===== src/rtl/lob_pkg.sv =====
// Shared types, constants and helpers for the layer alpha over blend unit.
// No dependencies.
package lob_pkg;

  localparam int unsigned ChanW   = 8;             // color and alpha width
  localparam int unsigned WeightW = 2 * ChanW;     // au*255 or (255-au)*ab
  localparam int unsigned NumW    = ChanW + WeightW; // weighted sum numerator
  localparam int unsigned DenW    = WeightW;       // combined weight D
  localparam int unsigned QuoW    = ChanW;         // quotient bits, one per stage
  localparam int unsigned PreStages = 2;           // weights, then numerators
  localparam int unsigned Latency   = PreStages + QuoW;

  localparam logic [ChanW-1:0] ChanMax = '1;

  typedef struct packed {
    logic [ChanW-1:0] acc_red;
    logic [ChanW-1:0] acc_green;
    logic [ChanW-1:0] acc_blue;
    logic [ChanW-1:0] acc_alpha;
    logic [ChanW-1:0] layer_red;
    logic [ChanW-1:0] layer_green;
    logic [ChanW-1:0] layer_blue;
    logic [ChanW-1:0] layer_alpha;
    logic             layer_visible;
  } lob_in_t;

  typedef struct packed {
    logic [ChanW-1:0] out_red;
    logic [ChanW-1:0] out_green;
    logic [ChanW-1:0] out_blue;
    logic [ChanW-1:0] out_alpha;
  } lob_out_t;

  // floor(d / 255), exact for d up to 65279 (quotient fits in 8 bits)
  function automatic logic [ChanW-1:0] div255(input logic [DenW-1:0] d);
    logic [DenW:0] t;
    t = {1'b0, d} + {{(ChanW+1){1'b0}}, d[DenW-1:ChanW]} + {{DenW{1'b0}}, 1'b1};
    return t[DenW-1:ChanW];
  endfunction

endpackage


===== src/rtl/layer_alpha_over_blend_unit.sv =====
// Top level of the layer alpha over blend unit: weight and numerator stages
// followed by three pipelined dividers. Depends on lob_pkg and lob_div.
//
// Usage:
//   Input channel: drive pix_i with the accumulated pixel and the layer
//   pixel and raise start for one cycle per word. busy is always low, so a
//   word is taken at every edge where start is high: one word per cycle.
//   Output channel: out_valid_o marks the single cycle in which res_o holds
//   a result word; there is no back pressure, the receiver must take it.
//   Pipeline: one weight stage, one numerator stage, then one stage per
//   quotient bit of the 8-bit restoring dividers.
//   Throughput: one word per cycle, set by the per-bit divider stages,
//   each a single 24-bit compare and subtract.
//   Reset (rst_ni low, asynchronous): clears the valid pipe, so words in
//   flight are dropped and no strobe fires until new words come through.
//   Invisible layer or opaque accumulated pixel: the divider is fed with a
//   unit denominator so the accumulated color comes through unchanged.
//   Zero combined weight yields an all-zero word.
module layer_alpha_over_blend_unit (
  input  logic             clk_i,
  input  logic             rst_ni,
  input  logic             start,
  output logic             busy,
  input  lob_pkg::lob_in_t pix_i,
  output logic             out_valid_o,
  output lob_pkg::lob_out_t res_o
);

  localparam int unsigned CW = lob_pkg::ChanW;
  localparam int unsigned WW = lob_pkg::WeightW;
  localparam int unsigned NW = lob_pkg::NumW;
  localparam int unsigned DW = lob_pkg::DenW;
  localparam int unsigned QW = lob_pkg::QuoW;

  // fully pipelined, never stalls the sender
  assign busy = 1'b0;

  // valid bits, one per stage
  logic [lob_pkg::Latency-1:0] vld_q;

  always_ff @(posedge clk_i or negedge rst_ni) begin
    if (!rst_ni) begin
      vld_q <= '0;
    end else begin
      vld_q <= {vld_q[lob_pkg::Latency-2:0], start};
    end
  end

  // ---- stage 1: layer weights ----
  logic          byp_d;
  logic [WW-1:0] wa_d, wb_d;
  logic          byp_q;
  logic [WW-1:0] wa_q, wb_q;
  logic [CW-1:0] au_q;
  logic [CW-1:0] acc_q [3];
  logic [CW-1:0] lay_q [3];

  always_comb begin
    byp_d = !pix_i.layer_visible || (pix_i.acc_alpha == lob_pkg::ChanMax);
    if (byp_d) begin
      // unit weight on the accumulated pixel: num = acc, den = 1
      wa_d = WW'(1);
      wb_d = '0;
    end else begin
      wa_d = {pix_i.acc_alpha, {CW{1'b0}}} - WW'(pix_i.acc_alpha);
      wb_d = WW'(lob_pkg::ChanMax - pix_i.acc_alpha) * WW'(pix_i.layer_alpha);
    end
  end

  always_ff @(posedge clk_i) begin
    byp_q    <= byp_d;
    wa_q     <= wa_d;
    wb_q     <= wb_d;
    au_q     <= pix_i.acc_alpha;
    acc_q[0] <= pix_i.acc_red;
    acc_q[1] <= pix_i.acc_green;
    acc_q[2] <= pix_i.acc_blue;
    lay_q[0] <= pix_i.layer_red;
    lay_q[1] <= pix_i.layer_green;
    lay_q[2] <= pix_i.layer_blue;
  end

  // ---- stage 2: numerators, denominator, alpha ----
  logic [DW-1:0] d_sum;
  logic [NW-1:0] num_d [3];
  logic [NW-1:0] num_q [3];
  logic [DW-1:0] den_q;
  logic [CW-1:0] alpha_q [QW+1];

  assign d_sum = wa_q + wb_q;   // at most 65025, no carry out

  for (genvar c = 0; c < 3; c++) begin : g_num
    assign num_d[c] = (NW'(acc_q[c]) * NW'(wa_q)) + (NW'(lay_q[c]) * NW'(wb_q));
  end

  always_ff @(posedge clk_i) begin
    for (int c = 0; c < 3; c++) begin
      num_q[c] <= num_d[c];
    end
    // both alphas zero: numerators are zero too, a unit den gives zeros
    den_q      <= (d_sum == '0) ? DW'(1) : d_sum;
    alpha_q[0] <= byp_q ? au_q : lob_pkg::div255(d_sum);
    // alpha rides alongside the dividers
    for (int s = 1; s <= QW; s++) begin
      alpha_q[s] <= alpha_q[s-1];
    end
  end

  // ---- stages 3..10: dividers ----
  logic [QW-1:0] quo [3];

  for (genvar c = 0; c < 3; c++) begin : g_div
    lob_div u_div (
      .clk_i (clk_i),
      .num_i (num_q[c]),
      .den_i (den_q),
      .quo_o (quo[c])
    );
  end

  assign out_valid_o     = vld_q[lob_pkg::Latency-1];
  assign res_o.out_red   = quo[0];
  assign res_o.out_green = quo[1];
  assign res_o.out_blue  = quo[2];
  assign res_o.out_alpha = alpha_q[QW];

`ifndef SYNTH
  // every accepted word yields a strobe after the fixed latency
  a_latency: assert property (@(posedge clk_i) disable iff (!rst_ni)
    start |-> ##(lob_pkg::Latency) out_valid_o)
    else $error("result strobe missing after accepted word");

  // the divider never sees a zero denominator
  a_den_nonzero: assert property (@(posedge clk_i) disable iff (!rst_ni)
    vld_q[1] |-> den_q != '0)
    else $error("zero denominator entered divider");

  // quotients fit in 8 bits
  a_num_range: assert property (@(posedge clk_i) disable iff (!rst_ni)
    vld_q[1] |-> (num_q[0] < {den_q, {QW{1'b0}}}) && (num_q[1] < {den_q, {QW{1'b0}}})
                 && (num_q[2] < {den_q, {QW{1'b0}}}))
    else $error("numerator out of divider range");

  // pass-through keeps the accumulated alpha
  a_byp_alpha: assert property (@(posedge clk_i) disable iff (!rst_ni)
    vld_q[0] && byp_q |=> alpha_q[0] == $past(au_q))
    else $error("pass-through alpha altered");
`endif

endmodule


===== src/rtl/lob_div.sv =====
// Pipelined restoring divider, one quotient bit per stage.
// Depends on lob_pkg. Requires num_i < den_i * 2^QuoW and den_i != 0.
module lob_div (
  input  logic                     clk_i,
  input  logic [lob_pkg::NumW-1:0] num_i,
  input  logic [lob_pkg::DenW-1:0] den_i,
  output logic [lob_pkg::QuoW-1:0] quo_o
);

  logic [lob_pkg::NumW-1:0] rem_q [lob_pkg::QuoW];
  logic [lob_pkg::DenW-1:0] den_q [lob_pkg::QuoW];
  logic [lob_pkg::QuoW-1:0] quo_q [lob_pkg::QuoW];

  for (genvar s = 0; s < lob_pkg::QuoW; s++) begin : g_stage
    localparam int unsigned Bit = lob_pkg::QuoW - 1 - s;

    logic [lob_pkg::NumW-1:0] rem_in;
    logic [lob_pkg::DenW-1:0] den_in;
    logic [lob_pkg::QuoW-1:0] quo_in;
    logic [lob_pkg::NumW-1:0] shifted;
    logic                     fits;

    if (s == 0) begin : g_first
      assign rem_in = num_i;
      assign den_in = den_i;
      assign quo_in = '0;
    end else begin : g_next
      assign rem_in = rem_q[s-1];
      assign den_in = den_q[s-1];
      assign quo_in = quo_q[s-1];
    end

    assign shifted = lob_pkg::NumW'(den_in) << Bit;
    assign fits    = rem_in >= shifted;

    always_ff @(posedge clk_i) begin
      rem_q[s] <= fits ? rem_in - shifted : rem_in;
      den_q[s] <= den_in;
      quo_q[s] <= quo_in | (lob_pkg::QuoW'(fits) << Bit);
    end
  end

  assign quo_o = quo_q[lob_pkg::QuoW-1];

endmodule

===== config.mk =====
export PLATFORM = sky130hd
export DESIGN_NAME = layer_alpha_over_blend_unit
export DESIGN_NICKNAME = d
export VERILOG_FILES = /design/src/rtl/lob_pkg.sv /design/src/rtl/layer_alpha_over_blend_unit.sv /design/src/rtl/lob_div.sv
export SDC_FILE = /design/constraint.sdc
export NUM_CORES = 2
export LEC_CHECK = 0
export ABC_CLOCK_PERIOD_IN_PS = 7900
export BUFFER_PORTS_ARGS = -buffer_cell sky130_fd_sc_hd__buf_2
export CAP_MARGIN = 30
export CORE_AREA = 2 2 375 377
export DETAILED_ROUTE_END_ITERATION = 16
export DIE_AREA = 0 0 377 379
export PLACE_DENSITY = 0.82
export SETUP_SLACK_MARGIN = 0.2
export SLEW_MARGIN = 5
export SYNTH_ARGS = -nofsm -noshare
export SYNTH_HDL_FRONTEND = slang
export SYNTH_HIERARCHICAL = 1
export SYNTH_SLANG_ARGS = --single-unit

===== constraint.sdc =====
create_clock -name clk_i -period 7.9 [get_ports clk_i]
set_input_delay 1.58 -clock clk_i [delete_from_list [all_inputs] [get_ports clk_i]]
set_output_delay 1.58 -clock clk_i [all_outputs]
set_load 0.01 [all_outputs]

* Word-level counts from Yosys, hierarchy flattened
Memory sizes are Yosys's and may differ from the RTL's.
Index checks and enable logic that the tools add are counted.
** Operators by class
- Muxes and demuxes :: 25
- Multiply operators :: 7
- Order comparisons :: 24
- Equality and inequality tests :: 1
- Bitwise logic cells :: 21
- Reduce and logical (&&, ||, !) cells :: 3
- $add $sub $neg :: 32
** Operators with widths (number)
- $mux 24 :: 24
- $mul 8x16->24 :: 6
- $add 24x24->24 :: 3
- $ge 24x16->1 :: 3
- $ge 24x17->1 :: 3
- $ge 24x18->1 :: 3
- $ge 24x19->1 :: 3
- $ge 24x20->1 :: 3
- $ge 24x21->1 :: 3
- $ge 24x22->1 :: 3
- $ge 24x23->1 :: 3
- $sub 24x16->24 :: 3
- $sub 24x17->24 :: 3
- $sub 24x18->24 :: 3
- $sub 24x19->24 :: 3
- $sub 24x20->24 :: 3
- $sub 24x21->24 :: 3
- $sub 24x22->24 :: 3
- $sub 24x23->24 :: 3
- $or 8x1->8 :: 3
- $or 8x2->8 :: 3
- $or 8x3->8 :: 3
- $or 8x4->8 :: 3
- $or 8x5->8 :: 3
- 13 further kinds :: 17
** Storage, ports and cells
- Memories kept :: 13
- Output and inout bits :: 34
- Flip-flop bits (word level) :: 67
- Input port bits :: 68
- Memory bits (writable) :: 1344
- Word-level logic and storage cells :: 132
** Memory list
- g_div[0].u_div.rem_q :: depth 8, bits a word 24, rd ports 7, clocked after Yosys merged registers in 0, wr ports 8, RTL line lob_div.sv:10 : logic [lob_pkg::NumW-1:0] rem_q [lob_pkg::QuoW];
- g_div[1].u_div.rem_q :: depth 8, bits a word 24, rd ports 7, clocked after Yosys merged registers in 0, wr ports 8, RTL line lob_div.sv:10
- g_div[2].u_div.rem_q :: depth 8, bits a word 24, rd ports 7, clocked after Yosys merged registers in 0, wr ports 8, RTL line lob_div.sv:10
- g_div[0].u_div.den_q :: depth 8, bits a word 16, rd ports 7, clocked after Yosys merged registers in 0, wr ports 8, RTL line lob_div.sv:11 : logic [lob_pkg::DenW-1:0] den_q [lob_pkg::QuoW];
- g_div[1].u_div.den_q :: depth 8, bits a word 16, rd ports 7, clocked after Yosys merged registers in 0, wr ports 8, RTL line lob_div.sv:11
- g_div[2].u_div.den_q :: depth 8, bits a word 16, rd ports 7, clocked after Yosys merged registers in 0, wr ports 8, RTL line lob_div.sv:11
- 7 more memories

* Depth between registers and ports, before layout
- Word-level depth :: 4
- Mapped depth :: 23
- Gate-level depth less buffers :: 22

* Modules after synthesis
Netlist, hierarchy kept.
** By module, submodules not included
- layer_alpha_over_blend_unit :: seq. area each 5235.0 um2, area an instance 33050.4 um2, cells each 3502, times used 1
- lob_div (g_div[0].u_div ...) :: seq. area each 6326.1 um2, area an instance 14380.0 um2, cells each 1562, times used 2
- lob_div (g_div[2].u_div) :: seq. area each 6326.1 um2, area an instance 14256.2 um2, cells each 1552, times used 1

* Worst setup path before layout
Ideal clock, no wire load.
- Path type :: register to register
- Start point :: register wb_q[7]
- End point :: memory num_q[0][46] (netlist bit)
- Library setup time :: 72 ps
- Path slack :: 1800 ps
- Cell stages (with the launch flop) :: 21
- Clock period less this slack :: 6100 ps
- Buffers on the path :: 1
- Required time :: 7828 ps
- Data arrival time :: 6028 ps
- Cell sequence :: dfxtp_1 > clkbuf_1 > nand2_1 > fa_1 > inv_1 > fa_1 > fa_1 > fa_1 > fa_1 > inv_1 > fa_1 > inv_1 > ha_1 > a21o_1 > a21oi_1 > o221ai_1 > o41ai_1 > o211ai_1 > a41o_1 > a21oi_1 > xnor2_1
** RTL lines
- start: declaration :: RTL line layer_alpha_over_blend_unit.sv:53 : logic [WW-1:0] wa_q, wb_q;
- start signal: assignment :: RTL line layer_alpha_over_blend_unit.sv:73 : wb_q <= wb_d;
- end: declaration :: RTL line layer_alpha_over_blend_unit.sv:86 : logic [NW-1:0] num_q [3];

==> results.json <==
{
  "critPathLaunchType": "flip-flop",
  "crit_path_max_fanout": 18,
  "crit_top_cell": "fa_1",
  "status": "finished, final reports clean",
  "cts_tree": "yes",
  "worstHoldPathType": "flip-flop to flip-flop",
  "rsz0062_at_grt": "no",
  "drive_gt1_frac": 0.0579,
  "finalCritPeriodShare": 0.845,
  "fp.dieH_um": 379,
  "cts_hold_buf": 0,
  "synth_area_leader_cell": "dfxtp_1",
  "met3_usage": 0.0364,
  "avgSynthCellArea_um2": 9.30,
  "hold_viol": 0,
  "synth_top_area_frac": 0.315,
  "synth_edf_count": 0,
  "rows": 137,
  "ctsResizeCount": 0,
  "end_kind": "flip-flop",
  "clk_pin_slew_ns": 0.06,
  "async_reset_ff_frac": 0.00829,
  "yosysSeqAreaShare": 0.318,
  "tightest_slew_ns": 0.973,
  "clk_latency_ns": 0.75,
  "fin_area_mm2": 0.0826,
  "ys_ff_latch": 1207,
  "cts.sinks": 1207,
  "synth_ff_type": "dfxtp_1",
  "ys_top_cells_by_area": "dfxtp_1 (32%), fa_1 (18%), ha_1 (11%)",
  "fmax_ghz": 0.150,
  "fin_nets": 9654,
  "required_ns": 8.50,
  "synth_fa_ha_area_frac": 0.288,
  "avgRoutedWirePerCell_um": 16.8,
  "holdWs_ns": 0.301,
  "track_usage": 0.243,
  "first_pass_iters": 6,
  "met1_usage": 0.292,
  "post-synth-top-count-cell": "inv_1",
  "cpPeakStageDelay_ns": 0.96,
  "gp_congestion": 0.924,
  "start_util": 0.548,
  "vias_per_cell": 5.52,
  "dp.final_hpwl_mm": 133,
  "die_area_mm2": 0.143,
  "cts_setup_buffers": 0,
  "syn2layout_area_growth_pct": 8.59,
  "port_buffers": 100,
  "drcViolationCount": 0,
  "syn_area_mm2": 0.0761,
  "setup_viol": 0,
  "synth_cell_types": 98,
  "period_needed_ns": 6.68,
  "grt_pass1_wl_mm": 284,
  "yosys_warnings": 6,
  "drt_iter0_drc": 4079,
  "max_slew_margin": 0.351,
  "synth-compound-area-share": 0.119,
  "htree_levels": 3,
  "drt_wl_total_mm": 171,
  "grt_max_degree": 38,
  "synth_xor_area_frac": 0.0493,
  "finClkSkew_ns": 0.0386,
  "antenna_found_initial": 3,
  "syn-num-nets": 9588,
  "synth.area.mux_share": 0.00943,
  "placed_cell_area_mm2": 0.0785,
  "synth_top_family_by_area": "adder cells",
  "slew_violations": 0,
  "die_w_um": 377,
  "grt.busiest_layer": "met2",
  "yosys.area_share.simple": 0.142,
  "clockBufferDepth": 3,
  "core_area_mm2": 0.139,
  "path_class": "flip-flop to flip-flop",
  "synth_cells": 8178,
  "use_met2": 0.414,
  "via_count": 56010,
  "crit_arrival_ns": 7.28,
  "netlist_top_cells_count": "inv_1 (1269), dfxtp_1 (1197), nand2_1 (850)",
  "antenna_left": 0,
  "ios": 102,
  "numCtsBuffers": 120,
  "worstPathCellList": "nand2_1, fa_1, fa_1, fa_1, inv_1, fa_1, fa_1, inv_1, fa_1, inv_1, ha_1, a21o_1, a21oi_1, nand3_1, a31oi_1, nor3_1, o41ai_1, mux2i_1, nand2_1",
  "tns_ns": 0,
  "ctsRootBufferMaster": "clkbuf_16",
  "gr-total-overflow": 0,
  "grt_pass1_vias": 58112,
  "cp_slowest_cell": "dfxtp_1",
  "maxCapViolCount": 0
}
-- critical path: cells and delay by family (launching register included) --
family	cells	cell delay, ns
buf+inv	3	0.16
flops	1	0.96
mux	1	0.25
fa+ha+maj	7	3.41
simple gates	4	0.57
compound gates	4	1.20
-- cell usage in the layout, fill, tap and decap left out, types with 25 or more instances in the layout --
master / instances
a21o_1: 138
a31oi_1: 37
xnor2_1: 245
clkbuf_1: 26
nand3_1: 101
a211o_1: 25
clkbuf_16: 121
buf_2: 100
nor3_1: 110
ha_1: 659
o21ai_0: 410
and3_1: 32
nand2_1: 850
inv_1: 1269
nor2_1: 374
dfxtp_1: 1197
o31ai_1: 42
o21bai_1: 33
o211ai_1: 42
fa_1: 683
nand4_1: 50
buf_4: 60
xor2_1: 181
and2_1: 366
o21a_1: 66
nor4_1: 35
nor2b_1: 105
a211oi_1: 44
mux2_2: 53
a21oi_1: 391
nand2b_1: 95
-- worst paths after layout --
kind | from | end | slack (ns) | cells past startpoint
worst max-delay path | wa_q[4]$_SDFF_PP0_ | num_q[0][70]$_DFF_P_ | 1.22 | 19
worst min-delay path | alpha_q[3][10]$_DFF_P_ | alpha_q[4][2]$_DFF_P_ | 0.30 | 0
worst max register to register | wa_q[4]$_SDFF_PP0_ | num_q[0][70]$_DFF_P_ | 1.22 | 19
worst min register to register | alpha_q[3][10]$_DFF_P_ | alpha_q[4][2]$_DFF_P_ | 0.30 | 0
max in group asynchronous | rst_ni | vld_q[4]$_DFF_PN0_ | 7.04 | 1
min in group asynchronous | rst_ni | vld_q[0]$_DFF_PN0_ | 0.68 | 1
-- per-stage QoR --
stage | setup slack (ns) | util | cells
finish | 1.22 | 0.595 | 10151
global route | 0.949 | 0.595 | 10151
CTS | 1.17 | 0.595 | 10147
detailed placement | 1.19 | 0.565 | 9927
global placement | 1.30 | 0.565 | 9927
floorplan | 1.80 | - | 8178
-- cell type report --
type / instances / area, µm²
repair buffers: 162 / 977
inverters: 1271 / 4770
fillers: 11292 / 56200
well taps: 1807 / 2260
clock inverters: 57 / 712
diodes: 2 / 5.00
multi-input cells: 5482 / 46300
clock buffers: 163 / 3350
flip-flops and latches: 1207 / 24200
-- state kept, by name (all words and copies together), names as in the netlist --
name and flops:
acc_q 24, au_q 8, vld_q 10, lay_q 24
wa_q 16, alpha_q 72, num_q 72, wb_q 16
den_q 16, byp_q 1, g_div.u_div/rem_q 504, g_div.u_div/den_q 336
g_div.u_div/quo_q 108
-- per-layer routing --
layer	vias up	routed length (µm)
li1	26674	-
met1	26596	69400
met2	2131	80100
met3	609	10700
met4	0	10600
met5	-	0
-- logic make-up after synthesis --
| logic type | Yosys count |
|---|---|
| simple gates | 2229 |
| buf+inv | 1489 |
| compound gates | 1418 |
| fa+ha+maj | 1342 |
| flops | 1207 |
| xor+xnor | 427 |
| mux | 65 |
| other cells | 1 |
Power is not shown: default switching activity piles up to over one toggle a cycle in this logic, so the estimate is an artifact.
